[config.mk]
export PLATFORM = sky130hd
export DESIGN_NAME = bto_eval
export DESIGN_NICKNAME = d
export VERILOG_FILES = /design/src/sv/bto_pkg.sv /design/src/sv/bto_eval.sv
export SDC_FILE = /design/constraint.sdc
export NUM_CORES = 2
export LEC_CHECK = 0
export ABC_AREA = 1
export BUFFER_PORTS_ARGS = -buffer_cell sky130_fd_sc_hd__buf_2
export CAP_MARGIN = 20
export CELL_PAD_IN_SITES_DETAIL_PLACEMENT = 0
export CELL_PAD_IN_SITES_GLOBAL_PLACEMENT = 1
export CORE_UTILIZATION = 29
export CTS_CLUSTER_SIZE = 8
export DETAILED_ROUTE_END_ITERATION = 12
export GPL_TIMING_DRIVEN = 0
export PLACE_DENSITY_LB_ADDON = 0.05
export SETUP_SLACK_MARGIN = 0.5
export SYNTH_ARGS = -nofsm -noshare
export SYNTH_HDL_FRONTEND = slang
export SYNTH_SLANG_ARGS = --single-unit
[constraint.sdc]
create_clock -name clk -period 27.4 [get_ports clk]
set_clock_uncertainty 0.2 [all_clocks]
set_input_delay 2.74 -clock clk [delete_from_list [all_inputs] [get_ports clk]]
set_output_delay 2.74 -clock clk [all_outputs]
set_load 0.02 [all_outputs]
[src/sv/bto_pkg.sv]
// ----------------------------------------------------------------------------
// bto_pkg: shared types and constants of the binomial tree option pricer
// Holds the register indexes, the sequencer states and the configuration type.
// ----------------------------------------------------------------------------
`default_nettype none

package bto_pkg;

    localparam int MAX_LEVELS_DEF = 64;
    localparam int VALUE_W        = 32;
    localparam int STEPS_W        = 7;
    localparam int CFG_IDX_W      = 3;
    localparam int CFG_DATA_W     = 32;

    localparam logic [CFG_IDX_W-1:0] REG_OPTION_KIND     = 3'd0;
    localparam logic [CFG_IDX_W-1:0] REG_STRIKE_PRICE    = 3'd1;
    localparam logic [CFG_IDX_W-1:0] REG_BARRIER_LEVEL   = 3'd2;
    localparam logic [CFG_IDX_W-1:0] REG_DISCOUNT_FACTOR = 3'd3;
    localparam logic [CFG_IDX_W-1:0] REG_NUM_STEPS       = 3'd4;

    localparam logic KIND_CALL_DOWN_OUT = 1'b0;
    localparam logic KIND_AMERICAN_PUT  = 1'b1;

    typedef enum logic [2:0] {
        ST_LOAD,
        ST_RD,
        ST_MUL,
        ST_WR,
        ST_ALIGN,
        ST_DONE
    } state_t;

    typedef struct packed {
        logic               kind;
        logic [VALUE_W-1:0] strike;
        logic [VALUE_W-1:0] barrier;
        logic [VALUE_W-1:0] discount;
    } cfg_t;

endpackage

`default_nettype wire

[src/sv/bto_eval.sv]
// ----------------------------------------------------------------------------
// bto_eval: node evaluation unit
// Registers the discounted sum of two children and the node spot, then forms
// the terminal payoff or the continuation value with barrier or early exercise.
// ----------------------------------------------------------------------------
`default_nettype none

module bto_eval (
    input  wire logic                        clk,
    input  wire logic                        en,
    input  wire bto_pkg::cfg_t               cfg,
    input  wire logic                        term,
    input  wire logic [bto_pkg::VALUE_W-1:0] a,
    input  wire logic [bto_pkg::VALUE_W-1:0] b,
    input  wire logic [bto_pkg::VALUE_W-1:0] spot,
    output logic      [bto_pkg::VALUE_W-1:0] result
);

    localparam int VW = bto_pkg::VALUE_W;
    localparam int PW = 2 * VW + 1;

    logic [VW:0]        sum;
    logic [PW-1:0]      prod_next;
    logic [PW-1:0]      prod_reg;
    logic [VW-1:0]      spot_reg;
    logic [VW-1:0]      cont;
    logic [VW-1:0]      intr;
    logic [VW-1:0]      call_pay;
    logic               above;

    always_comb
    begin
        sum       = {1'b0, a} + {1'b0, b};
        prod_next = {1'b0, (2*VW)'(sum[VW-1:0]) * (2*VW)'(cfg.discount)};
        if (sum[VW])
        begin
            prod_next = prod_next + {1'b0, cfg.discount, {VW{1'b0}}};
        end
    end

    always_ff @(posedge clk)
    begin
        if (en)
        begin
            prod_reg <= prod_next;
            spot_reg <= spot;
        end
    end

    always_comb
    begin
        cont     = prod_reg[PW-1:VW+1];
        intr     = (cfg.strike > spot_reg) ? cfg.strike - spot_reg : '0;
        call_pay = (spot_reg > cfg.strike) ? spot_reg - cfg.strike : '0;
        above    = spot_reg > cfg.barrier;
        if (cfg.kind == bto_pkg::KIND_AMERICAN_PUT)
        begin
            if (term)
            begin
                result = intr;
            end
            else
            begin
                result = (cont > intr) ? cont : intr;
            end
        end
        else
        begin
            if (!above)
            begin
                result = '0;
            end
            else
            begin
                result = term ? call_pay : cont;
            end
        end
    end

endmodule

`default_nettype wire

======== Word level (Yosys, flattened, before mapping) ========
Index checks and enable logic that the tools add are counted.
operators by class
  mux-type cells .......................... 8
  order comparisons ....................... 4
  add/sub/neg operators ................... 4
  $mul .................................... 1
operators by type and width
  kind                                            count
  32-bit 2-to-1 mux                               7
  32-bit greater-than comparator                  4
  64-bit by 64-bit adder with 65-bit output       1
  32-bit by 32-bit multiplier with 64-bit output  1
  64-bit 2-to-1 mux                               1
  32-bit subtractor                               2
  32-bit by 32-bit adder with 33-bit output       1
word-level totals
  output and inout port bits .............. 32
  bits in registers ....................... 97

======== Logic depth before layout (Yosys ltp) ========
  depth in word-level cells ............... 6
  depth in mapped cells ................... 56
  gate-level depth less buffers ........... 56

======== Least setup slack after synthesis ========
OpenSTA, ideal clock, no wires.
  kind .................................... input-to-reg
  from .................................... input a[2] (netlist bit)
  to ...................................... register prod_reg[56] (data pin)
  data arrival time ....................... 11.800 ns
  stages .................................. 46
  setup slack ............................. 15.128 ns
  data required time ...................... 26.928 ns
  cells stage by stage .................... ha_1 -> nand2_1 -> nand2_1 -> a31oi_1 -> o21ai_1 -> nand2_2 -> nor3_2 -> nor2_1 -> inv_2 -> nand2_1 -> nand2_1 -> or2_2 -> nand2_1 -> buf_2 -> nor2_1 -> fa_1 -> inv_1 -> fa_1 -> (+10 left out) -> a21oi_1 -> o21ai_0 -> o21bai_1 -> a21boi_0 -> nand2_1 -> a21boi_0 -> o21bai_1 -> or2_2 -> and2_1 -> ha_1 -> a21oi_1 -> inv_1 -> a31oi_1 -> o221a_2 -> nand3_1 -> or2_2 -> nand3_1 -> o21ai_0
between the ends
  longest elaborated chain between the ends .. 4
RTL lines
  what                                            RTL line        RTL
  start: declaration                              bto_eval.sv:13  input wire logic [bto_pkg::VALUE_W-1:0] a,
  32-bit by 32-bit adder with 33-bit output *     bto_eval.sv:33  sum = {1'b0, a} + {1'b0, b};
  32-bit by 32-bit multiplier with 64-bit output  bto_eval.sv:34  prod_next = {1'b0, (2*VW)'(sum[VW-1:0]) * (2*VW)'(cfg.discount)};
  64-bit by 64-bit adder with 65-bit output       bto_eval.sv:37  prod_next = prod_next + {1'b0, cfg.discount, {VW{1'b0}}};
  64-bit 2-to-1 mux *                             bto_eval.sv:35  if (sum[VW])
  net prod_next[56]                               bto_eval.sv:23  logic [PW-1:0] prod_next;
  end signal: assignment                          bto_eval.sv:45  prod_reg <= prod_next;
  end: declaration                                bto_eval.sv:24  logic [PW-1:0] prod_reg;
Mark *: on every way through the listed nets, which the timed path passes. The rest lies on a longest branch.
A chain may end at the register's enable or synchronous reset.

======== Worst setup path after layout ========
  from .................................... input a[2] (netlist bit)
  to ...................................... register prod_reg[60] (data pin)
The elaborated chain is that of the path after synthesis.

==> run_results.csv <==
group,metric,value,unit
clock_network,cts_hold_buf,0,
setup_path,critPathMaxStageDelay,0.90,ns
route,routed_wl,212800,um
place,gp_congestion,0.9207,
floorplanning,pin_count,228,
setup_path,critPathBufInv,6,
clock_network,cts.htree.levels,3,
timing,fin_crit_sh,56.78,%
clock_network,cts_root_buffer,"clkbuf_16",
finish,utilization,32.08,%
floorplanning,core,152300,um2
finish,num-fill-cells,16900,
route,drc,0,
setup_path,start_kind,"primary input",
floorplanning,row_count,143,
route,drtIter0Drc,2354,
global_routing,grtUsageTotal,27.48,%
place,hpwl,186600,um
place,io_buffers,226,
route,dr.max_layer_used,"met4",
route,vias,39180,
timing,timing_hold_violations_final,0,
clock_network,cts_buffers,9,
run_status,outcome,"finished clean",
global_routing,grt_overflow,0,
clock_network,cts_resized,0,
synthesis,ys.warnings.count,0,
timing,min_period,15.56,ns
setup_path,cp_common_cell,"fa_1",
finish,area_growth,9.485,%
clock_network,postCtsSetupRepairBufs,0,
clock_network,cts_tree,"built",
timing,tightest_slew,1.236,ns
place,place_ws,11.60,ns
synthesis,syn_area,44610,um2
synthesis,yosysSeqAreaShare,4.308,%
hold_path,min_from,"spot[19]",
floorplanning,die_h,394.2,um
route,wirelength_met1,92890,um
setup_path,required,27.31,ns
setup_path,crit_arrival,15.47,ns
global_routing,grt_max_degree,65,
hold_path,hold_depth,1,
timing,setup_ws,11.84,ns
timing,fmax,0.06427,GHz
floorplanning,initial_core_util,29.30,%
timing,rsz0062_at_grt,"no",
route,via_per_inst,4.852,
synthesis,synth_seq_cells,64,
hold_path,hp-class,"primary input to flip-flop",
synthesis,synth_nets,7338,
finish,drive_gt1_share,7.428,%
synthesis,synth_edf_count,64,
global_routing,grt_pass1_wl,305400,um
setup_path,crit_path_end_kind,"flip-flop",
clock_network,cts_buffer_depth,2,
route,wl_per_cell,26.35,um
clock_network,cts_sinks,64,
synthesis,ys.flop_type,"edfxtp_1",
synthesis,async_reset_ff_share,0,%
hold_path,hold_path_end,"spot_reg[19]$_DFFE_PP_",
job,cap_violations,0,
route,ant_nets,0,
clock_network,clk_pin_slew,0.08,ns
timing,relSlewSlack,17.58,%
synthesis,ys_types,63,
setup_path,cp_max_fo,10,
route,routed-wl-met2,104500,um
timing,final_max_slew_viol_count,0,
setup_path,worstSetupPathType,"primary input to flip-flop",
floorplanning,die_x,394.2,um
setup_path,cp_top_family,"adder cells",
timing,setup_viol,0,
synthesis,postSynthAreaPerCell,7.708,um2
global_routing,grt_pass1_vias,42500,
floorplanning,die-area,155400,um2
timing,finalSetupTns,0,ns
synthesis,syn_inst,5788,
route,dr.pass1.iters,5,
finish,layout.nets,7590,
global_routing,antenna_found_initial,11,
route,routed-wl-met3,8177,um
setup_path,slowest_stage,"nand2_1",
## worst max-delay path by stage
stage / to / cells after the start / slack (ns) / from
detailed placement: prod_reg[60]$_DFFE_PP_ / 43 / 11.60 / a[2]
global placement: prod_reg[56]$_DFFE_PP_ / 42 / 11.60 / a[0]
global route: prod_reg[60]$_DFFE_PP_ / 43 / 11.43 / a[2]
CTS: prod_reg[60]$_DFFE_PP_ / 43 / 11.99 / a[2]
floorplan: prod_reg[56]$_DFFE_PP_ / 46 / 15.13 / a[2]
finish: prod_reg[60]$_DFFE_PP_ / 43 / 11.84 / a[2]
## cell families (layout without fill, tap and decap cells)
family                   after synthesis  after routing  synth area share (%)
AND/OR/NAND/NOR                     2079           2079                 19.01
buffers and inverters               1520           1777                 13.12
adder cells (fa/ha/maj)             1354           1354                 53.10
AO/OA/AOI/OAI                        687            687                 8.812
XOR/XNOR                              84             84                 1.649
flip-flops                            64             64                 4.308
other                                  0              1                     0
## layer usage
layer	up-vias	track usage, %
met5	-	0
met3	188	2.106
li1	18060	-
met4	0	8.157
met2	928	48.42
met1	20000	35.70
## placed cells by master, fill, tap and decap left out, types with 6 or more instances in the layout
| cell type | Yosys | layout |
|---|---|---|
| inv_1 | 1266 | 1266 |
| nand2_1 | 967 | 967 |
| fa_1 | 899 | 899 |
| nor2_1 | 742 | 742 |
| ha_1 | 455 | 455 |
| a21oi_1 | 311 | 311 |
| buf_2 | 53 | 279 |
| nand3_1 | 214 | 214 |
| o21ai_0 | 158 | 158 |
| clkbuf_1 | 154 | 149 |
| edfxtp_1 | 64 | 64 |
| xor2_1 | 56 | 56 |
| o21ai_1 | 50 | 50 |
| or2_2 | 42 | 42 |
| a31oi_1 | 32 | 32 |
| nor3_1 | 31 | 31 |
| xnor2_1 | 28 | 28 |
| o21a_1 | 23 | 23 |
| nand2_2 | 18 | 18 |
| nand4_1 | 17 | 17 |
| o21bai_1 | 16 | 16 |
| inv_2 | 14 | 14 |
| clkbuf_2 | 9 | 14 |
| a22oi_1 | 13 | 13 |
| a21o_1 | 12 | 12 |
| buf_8 | 0 | 12 |
| clkinv_1 | 11 | 11 |
| o211ai_1 | 10 | 10 |
| and2_1 | 9 | 9 |
| clkbuf_16 | 0 | 9 |
| nor4_1 | 9 | 8 |
| a21boi_0 | 8 | 8 |
| o2111ai_1 | 8 | 8 |
| buf_4 | 6 | 7 |
| or2_1 | 6 | 6 |
| o31ai_1 | 6 | 6 |
| a22oi_2 | 6 | 6 |
## stage by stage
step                      area (um2)  cells  hold slack (ns)
after floorplan                44610   5788            2.639
after global routing           48840   8075            2.322
after CTS                      48840   8075            2.313
after global placement         48290   8044            2.718
final                          48850   8076            2.328
after detailed placement       48540   8059            2.718
## area by class of cell
cell class              instances  area (um2)  area share, %
multi-input cells            4204       36850          75.43
clock inverters                 7       77.57         0.1588
clock buffers                   9       225.2         0.4611
flip-flops and latches         64        1922          3.935
diodes                          1       2.502       0.005123
inverters                    1291        4846          9.921
repair buffers                241        1374          2.813
well taps                    2030        2540          5.200
plain buffers                 229        1012          2.072
## synth_stat cells (5+ instances only)
cell type	n	area, um2
clkbuf_1	154	578.1
inv_2	14	52.55
o21bai_1	16	120.1
nand4_1	17	106.4
nor2_1	742	2785
nor3_1	31	155.2
xnor2_1	28	245.2
o21ai_2	5	43.79
or2_2	42	262.8
o21ai_1	50	250.2
nor2_4	5	56.30
o21ai_0	158	790.8
o31ai_1	6	45.04
a21oi_1	311	1556
ha_1	455	5693
a221oi_1	5	43.79
o21a_1	23	172.7
clkinv_1	11	41.29
nand3_1	214	1071
a22oi_1	13	97.59
fa_1	899	18000
and2_1	9	56.30
a21boi_0	8	60.06
edfxtp_1	64	1922
buf_2	53	265.3
nand2_2	18	112.6
nor4_1	9	56.30
inv_1	1266	4752
buf_4	6	45.04
a22oi_2	6	75.07
a21o_1	12	90.09
or2_1	6	37.54
o221ai_1	5	43.79
xor2_1	56	490.5
nand2_1	967	3630
clkbuf_2	9	45.04
o211ai_1	10	75.07
a31oi_1	32	200.2
o2111ai_1	8	70.07
Power is left out: the tool's default activity adds up to more than one toggle a clock period on the data nets, which glitch-free logic cannot reach.
