### src/sv/bto_pkg.sv
// ----------------------------------------------------------------------------
// bto_pkg: shared types and constants of the binomial tree option pricer
// Holds the register indexes, the sequencer states and the configuration type.
// ----------------------------------------------------------------------------
`default_nettype none

package bto_pkg;

    localparam int MAX_LEVELS_DEF = 64;
    localparam int VALUE_W        = 32;
    localparam int STEPS_W        = 7;
    localparam int CFG_IDX_W      = 3;
    localparam int CFG_DATA_W     = 32;

    localparam logic [CFG_IDX_W-1:0] REG_OPTION_KIND     = 3'd0;
    localparam logic [CFG_IDX_W-1:0] REG_STRIKE_PRICE    = 3'd1;
    localparam logic [CFG_IDX_W-1:0] REG_BARRIER_LEVEL   = 3'd2;
    localparam logic [CFG_IDX_W-1:0] REG_DISCOUNT_FACTOR = 3'd3;
    localparam logic [CFG_IDX_W-1:0] REG_NUM_STEPS       = 3'd4;

    localparam logic KIND_CALL_DOWN_OUT = 1'b0;
    localparam logic KIND_AMERICAN_PUT  = 1'b1;

    typedef enum logic [2:0] {
        ST_LOAD,
        ST_RD,
        ST_MUL,
        ST_WR,
        ST_ALIGN,
        ST_DONE
    } state_t;

    typedef struct packed {
        logic               kind;
        logic [VALUE_W-1:0] strike;
        logic [VALUE_W-1:0] barrier;
        logic [VALUE_W-1:0] discount;
    } cfg_t;

endpackage

`default_nettype wire

### src/sv/bto_cell.sv
// ----------------------------------------------------------------------------
// bto_cell: one cell of the value row
// Holds one node value and takes its right neighbor's value, or a freshly
// computed value when it is the insertion point, on every shift.
// ----------------------------------------------------------------------------
`default_nettype none

module bto_cell (
    input  wire logic                        clk,
    input  wire logic                        shift,
    input  wire logic                        sel,
    input  wire logic [bto_pkg::VALUE_W-1:0] ins,
    input  wire logic [bto_pkg::VALUE_W-1:0] right,
    output logic      [bto_pkg::VALUE_W-1:0] value
);

    logic [bto_pkg::VALUE_W-1:0] value_reg;
    logic [bto_pkg::VALUE_W-1:0] value_next;

    always_comb
    begin
        value_next = value_reg;
        if (shift)
        begin
            value_next = sel ? ins : right;
        end
    end

    always_ff @(posedge clk)
    begin
        value_reg <= value_next;
    end

    assign value = value_reg;

endmodule

`default_nettype wire

### config.mk
export PLATFORM = sky130hd
export DESIGN_NAME = bto_cell
export DESIGN_NICKNAME = d
export VERILOG_FILES = /design/src/sv/bto_pkg.sv /design/src/sv/bto_cell.sv
export SDC_FILE = /design/constraint.sdc
export NUM_CORES = 1
export LEC_CHECK = 0
export BUFFER_PORTS_ARGS = -buffer_cell sky130_fd_sc_hd__buf_4
export CORE_MARGIN = 3
export CORE_UTILIZATION = 45
export DETAILED_ROUTE_END_ITERATION = 7
export PLACE_DENSITY = 0.85
export SLEW_MARGIN = 25
export SYNTH_ARGS = -nofsm -noshare
export SYNTH_HDL_FRONTEND = slang
export SYNTH_SLANG_ARGS = --single-unit
### constraint.sdc
create_clock -name clk -period 2.8 [get_ports clk]
set_input_delay 0.42 -clock clk [delete_from_list [all_inputs] [get_ports clk]]
set_output_delay 0.42 -clock clk [all_outputs]
set_load 0.01 [all_outputs]
Word level (Yosys, flattened, before mapping)
Cells that the tools add are included.

Logic and storage cells: 2. Output and inout bits: 32. Flip-flop bits (word level): 32. Input port bits: 67.

Multiplexer cells: 1.

Operators by type and width (number): $mux 32 (1).

Depth between registers and ports, before layout
Gate-level depths: netlist of run 1.

Depth in word-level cells: 1. Depth in mapped cells: 3. Depth with buffers taken out: 1.

Worst setup path after synthesis of run 1
OpenSTA, ideal clock, no wires.

Path type: input to register. Start point: input sel. End point: register value_reg (netlist bit value[0]), data pin. Stages on the path: 3. Data arrival time: 0.961 ns. Setup time: 0.260 ns. Data required time: 2.540 ns. Path slack: 1.578 ns. Path buffers: 2. Cells stage by stage: buf_6 > buf_12 > mux2_4.

Word-level cells in the longest chain between the ends: 1.

Ends and longest elaborated chain: start: declaration (line bto_cell.sv:11) `input wire logic sel,`; $mux 32 (line bto_cell.sv:25) `value_next = sel ? ins : right;`; end signal: assignment (line bto_cell.sv:31) `value_reg <= value_next;`; end: declaration (line bto_cell.sv:17) `logic [bto_pkg::VALUE_W-1:0] value_reg;`.

No other way between the ends. A chain may end at the register's enable or synchronous reset.

Worst setup path in the final report of run 1
Start point: register value_reg (netlist bit value[15]). End point: output value[15] (netlist bit).

RTL lines: end: declaration (line bto_cell.sv:14) `output logic [bto_pkg::VALUE_W-1:0] value`.

No word-level cell between the ends.

==> results.txt, run 1 <==
- Minimum hold slack: 0.394 ns
- Data arrival time of the critical path: 0.87 ns
- WL per Instance: 15.4 um
* HP Class: in2reg
* Worst-Margin Slew: 0.562 ns
- The library cell used most frequently in the layout, excluding fill and tap cells, is sky130_fd_sc_hd__buf_4.
* Delay contributed by the slowest stage of the critical path: 0.39 ns
- For this configuration, the core starts out at a cell density of 0.481.
- The die covers 4070 um2.
- Routability-driven placement finished with a final weighted congestion of 0.688.
* Synthesized area per cell: 22.1 um2
- Data on the critical path is required at its endpoint by 2.38 ns.
- Syn. warnings: 0
- Final layout net count: 236
- Of the post-synthesis cell area, the dominant cell type holds 0.638.
- Number of hold-repair buffers added at the cts stage: 0
- 1st-iter DRT viols: 14
* Count of pins on the block boundary: 99
- Fin. Hold Viols: 0
* CTS clock-pin slew for the worst setup and hold paths: 0.10 ns
- After filler insertion, the fill cell instance count of the layout stands at 227.
- CTS resizes: 0
* Flip-flop count of the largest register, all copies and words added: 32
- The first detailed-routing pass ran for 3 iterations.
- 0 antenna diodes ended up in the layout.
- For this run, the register share of the synthesized area comes to 0.638.
- Total Wirelength: 3.30 mm
- Timing would allow up to 777 MHz.
- In this run the static leakage power is 1.08 nW.
- STA classifies the critical path endpoint as an output pin.
* Number of standard cells after synthesis: 68
- Library cell with the largest summed area after synthesis: sky130_fd_sc_hd__edfxtp_1
- The run finished with clean final reports.
- Final number of max-transition violations: 0
* Post-layout min period: 1.29 ns
- Relative to the synthesized area, the layout overhead comes to 52.8%.
- The first global-routing pass estimated 5.09 mm of wire.
- Number of unique standard cell types used by synthesis: 5
* Clock sinks: 32
* Critical path startpoint category: flip-flop
* Number of CTS-inserted buffers: 5
- From bottom edge to top edge, the die measures 63.8 um.
- # port buffers: 98
- Setup violations remaining at the end of the flow were counted as 0.
- Across the VDD grid, the largest voltage drop is 0.439 mV.
- Critical path peak fanout: 1
* Leftover overflow at the end of global routing: 0
* TritonCTS clock tree: built
* Count of vias placed by the detailed router: 974
- The multi-input combinational cells in the finished layout cover a total of 473 um2.
- The kind of cell with the highest combined delay along the critical path is flip-flops.
- Std-Cell Core Area: 3130 um2
- The number of nets handed over by synthesis was 135.
* Area of the mapped netlist: 1510 um2
- For this run, the total global-route usage over all layers was measured as 0.169.
* Pin count of the biggest net entering global routing: 33
- Root Buffer Master: sky130_fd_sc_hd__clkbuf_4
* DRC: 0
- CP Class: reg2out
- Antenna violation net count after detailed routing: 0
- The synthesized design contains 32 register bits.
- Walking the worst path, the cells encountered are buf_4.
* Buffer levels on the longest clock path: 2
- Power density relative to cell area: 505 nW/um2
- The number of global-route vias before repair came to 1062.
- Die outline width: 63.8 um
- Number of buffer and inverter stages on the critical path: 1
- H-tree depth reported by CTS: 2
- After detailed routing, the number of vias per cell comes to 4.55.
- Summed negative setup slack over all endpoints: 0 ns
- Setup repair after global routing left no endpoint under its margin.
* Number of buffers inserted by post-CTS setup repair: 0
- Share of the cycle needed by the critical path after routing: 0.460
- In this run the tightest slew margin relative to its limit is 0.626.
- Worst path slowest cell: sky130_fd_sc_hd__edfxtp_1
- Summing all flip-flop and latch instances after layout gives 961 um2.
- In this run the core area contains 20 standard-cell rows.
- Max-cap violation count: 0
- The initial antenna violation count was 0.
* Highest-count cells in the layout ignoring fill and taps: 98 x sky130_fd_sc_hd__buf_4, 32 x sky130_fd_sc_hd__edfxtp_1, 30 x sky130_fd_sc_hd__mux2_4
- Of the cells placed in the final design, the portion with a size suffix greater than 1 is 0.800.
* Leading cell types by total area after synthesis: sky130_fd_sc_hd__edfxtp_1 64%, sky130_fd_sc_hd__mux2_4 30%, sky130_fd_sc_hd__buf_12 4.0%
## worst paths after layout
| path | startpoint | endpoint | slack, ns | depth (start not counted) |
|---|---|---|---|---|
| worst max-delay path | value[15] | value[15] | 1.51 | 1 |
| worst min-delay path | right[19] | value[19] | 0.39 | 2 |
## kinds of logic after synthesis
family	synth area share
muxes	0.314
buffers and inverters	0.0474
DFF	0.638
## stage by stage
step | instance area, um2 | power (W) | instances | setup slack, ns | util
finish | 2300 | 0.00116 | 214 | 1.51 | 0.735
floorplan | 1510 | 0.000704 | 68 | 1.58 | -
global placement | 2220 | 0.000837 | 206 | 1.28 | 0.711
CTS | 2300 | 0.00118 | 214 | 1.48 | 0.735
detailed placement | 2220 | 0.000846 | 206 | 1.25 | 0.711
global route | 2300 | 0.00121 | 214 | 1.46 | 0.735
## cells in the mapped netlist
cell,number
sky130_fd_sc_hd__edfxtp_1,32
sky130_fd_sc_hd__mux2_4,30
sky130_fd_sc_hd__buf_12,3
sky130_fd_sc_hd__mux2_2,2
sky130_fd_sc_hd__buf_6,1
## layer usage
layer  vias up  global-route usage  wire, um  part of all wire
met5         -                   0         0                 0
met1       440               0.160      1060              0.32
met4         0              0.0809        53             0.016
li1        468                   -         -                 -
met3         5              0.0633       376              0.11
met2        61               0.314      1810              0.55
## report_power, final
group | switching, W | leakage (nW) | internal, W
clock network | 0.000147 | 0.0403 | 0.000182
logic | 0.0000835 | 0.725 | 0.000159
registers | 0.0000113 | 0.313 | 0.000578
## final cells by class
class                   count  share of cell area
multi-input cells          32               0.206
repair buffers             98               0.320
well taps                  44              0.0239
flip-flops and latches     32               0.418
clock buffers               5              0.0163
clock inverters             3              0.0163
Note: power is estimated with default switching activity, not from simulation.
==> run 2, diff against run 1 <==
--- a/config.mk
+++ b/config.mk
@@ -7,9 +7,9 @@
 export LEC_CHECK = 0
 export BUFFER_PORTS_ARGS = -buffer_cell sky130_fd_sc_hd__buf_4
 export CORE_MARGIN = 3
-export CORE_UTILIZATION = 45
+export CORE_UTILIZATION = 41
 export DETAILED_ROUTE_END_ITERATION = 7
-export PLACE_DENSITY = 0.85
+export PLACE_DENSITY = 0.78
 export SLEW_MARGIN = 25
 export SYNTH_ARGS = -nofsm -noshare
 export SYNTH_HDL_FRONTEND = slang
==> constraint.sdc (replaced) <==
create_clock -name clk -period 1.3 [get_ports clk]
set_input_delay 0.195 -clock clk [delete_from_list [all_inputs] [get_ports clk]]
set_output_delay 0.195 -clock clk [all_outputs]
set_load 0.01 [all_outputs]
==> run 2 against run 1 <==
Effect of this change:
- critical path depth unchanged
- hold slack got worse by 0.18 ns
- via count increased by 0.72%
- first-iteration DRC count grew 86%
- sequential share of layout area down 0.89 points
- final cell count grew 1.9%
- clock power grew 110%
- global-route usage down 3.0 points
- flip-flop and latch count unchanged
- clock-buffer cell count unchanged
- routed wire length fell by 5.8%
==> results.txt, run 2 (same netlist as run 1, synthesis figures left out) <==
* Critical path startpoint: value[22]
- Count of vias placed by the detailed router: 981
- At the pin with the least slew margin, the transition time is 0.407 ns.
* DRC: 0
* Layout cell share with drive strength beyond 1: 0.808
- Most frequent standard cell in the layout excluding fill and tap cells: sky130_fd_sc_hd__buf_4
- Delay contributed by the slowest stage of the critical path: 0.38 ns
- Pin count of the biggest net entering global routing: 33
- From bottom edge to top edge, the die measures 66.6 um.
- HP Class: in2reg
* Max-cap violation count: 0
* Leftover overflow at the end of global routing: 0
- The clock passes through at most 2 buffers.
- Clock sinks: 32
- Root Buffer Master: sky130_fd_sc_hd__clkbuf_8
- Worst IR drop on VDD: 0.634 mV
- Fin. Hold Viols: 0
- Setup repair after global routing left no endpoint under its margin.
* Total Wirelength: 3.11 mm
- Among cell families on the critical path, the largest total delay comes from flip-flops.
* # diodes: 0
* Number of global-route vias before repair: 959
- In the final timing run, aggregate negative setup slack is 0 ns.
- Summed over all cells, the static leakage comes to 1.10 nW.
- The core region is 3440 um2.
* Run status: complete, no violations
- Highest-count cells in the layout ignoring fill and taps: 98 x sky130_fd_sc_hd__buf_4, 32 x sky130_fd_sc_hd__edfxtp_1, 30 x sky130_fd_sc_hd__mux2_4
- Number of buffer and inverter stages on the critical path: 1
- The pre-antenna-repair detailed-routing pass consisted of 4 iterations.
- The die is 66.6 um wide.
* Category of the worst setup path capture point: output pin
* H-tree depth reported by CTS: 2
* Starting density of the core: 0.437
- For this run, the total global-route usage over all layers was measured as 0.138.
- In this run the post-CTS setup repair buffer count came out at 0.
- Critical path peak fanout: 1
- The register with the most flip-flops in the layout has 32 of them.
- STA puts the critical path data arrival time at 0.80 ns.
* Endpoint required time on the critical path: 1.11 ns
* Worst path slowest cell: sky130_fd_sc_hd__edfxtp_1
- Placement row count: 21
* Worst slew margin relative to its limit: 0.729
* CP Class: reg2out
- Wire length of the first global-routing pass: 4.40 mm
- Derived from the worst setup path, the maximum achievable clock frequency is 1000 MHz.
* Number of hold-repair buffers added at the cts stage: 0
- Synth-to-layout area growth: 56.1%
* Share of the cycle needed by the critical path after routing: 0.769
- Number of antenna violations at the first check in global routing: 0
- In the final routed layout, each cell accounts on average for 14.3 um.
- Number of CTS-inserted buffers: 5
- TritonCTS clock tree: built
* Final layout net count: 238
- Final hold analysis gives a worst-case slack of 0.218 ns.
* Post-layout min period: 0.999 ns
- Antenna violation net count after detailed routing: 0
- After clock tree synthesis, the clock-pin slew on the worst setup and hold paths is 0.06 ns.
- Worst path cell trace: buf_4
- For this block, the initial DRC count from the detailed router was 26.
- Final Setup Violations: 0
* # port buffers: 98
- Weighted congestion reported at the end of routability-driven placement: 0.661
- Power density relative to cell area: 1060 nW/um2
* Critical path destination: value[22]
- Stages on worst setup path: 1
- Count of pins on the block boundary: 99
- Via count normalized by instance count: 4.50
- Critical path startpoint category: flip-flop
- Final number of max-transition violations: 0
- Once the clock tree was built, the resizer swapped 0 gates to a different size.
* Area of the die: 4430 um2
-- run 2: cell count changes in the layout (fill, tap and decap cells not counted) --
| cell | delta |
|---|---|
| sky130_fd_sc_hd__clkinv_2 | +2 |
| sky130_fd_sc_hd__clkinv_1 | -1 |
| sky130_fd_sc_hd__bufinv_16 | -1 |
| sky130_fd_sc_hd__buf_12 | +2 |
| sky130_fd_sc_hd__clkbuf_8 | +5 |
| sky130_fd_sc_hd__clkbuf_4 | -5 |
-- run 2: cell type report --
cell class,instances,area (um2)
Sequential cell,32,961
Clock buffer,5,68.8
Clock inverter,3,13.8
Multi-Input combinational cell,32,473
Tap cell,46,57.6
Timing Repair Buffer,100,776
Fill cell,256,1090
-- run 2: metrics by stage --
| stage | setup WS, ns | util | std cells | instance area (um2) | total power, W |
|---|---|---|---|---|---|
| after floorplan | 0.303 | - | 68 | 1510 | 0.00152 |
| after CTS | 0.280 | 0.683 | 218 | 2350 | 0.00254 |
| after detailed placement | 0.222 | 0.659 | 210 | 2270 | 0.00183 |
| after global routing | 0.259 | 0.683 | 218 | 2350 | 0.00262 |
| after global placement | 0.239 | 0.659 | 210 | 2270 | 0.00182 |
| final | 0.301 | 0.683 | 218 | 2350 | 0.00250 |
-- run 2: worst min-delay path by stage --
stage,from,endpoint,slack (ns),depth (start not counted)
2_1_floorplan,shift,value[0],0.31,0
3_3_place_gp,right[8],value[8],0.50,2
3_5_place_dp,right[13],value[13],0.50,2
4_1_cts,right[13],value[13],0.20,2
5_1_grt,ins[3],value[3],0.20,2
6_report,right[13],value[13],0.22,2
-- run 2: report_power, final --
group	switching, W	internal (W)	total [W]
combinational	0.000176	0.000354	0.000530
sequential	0.0000243	0.00125	0.00127
clock	0.000334	0.000362	0.000696
total	0.000535	0.00196	0.00250
-- run 2: metal layers --
layer | up-vias | global-route usage | share of wire
li1 | 469 | - | -
met1 | 453 | 0.147 | 0.36
met2 | 57 | 0.234 | 0.52
met4 | 0 | 0.0457 | 0.0077
met3 | 2 | 0.0725 | 0.11
met5 | - | 0 | 0
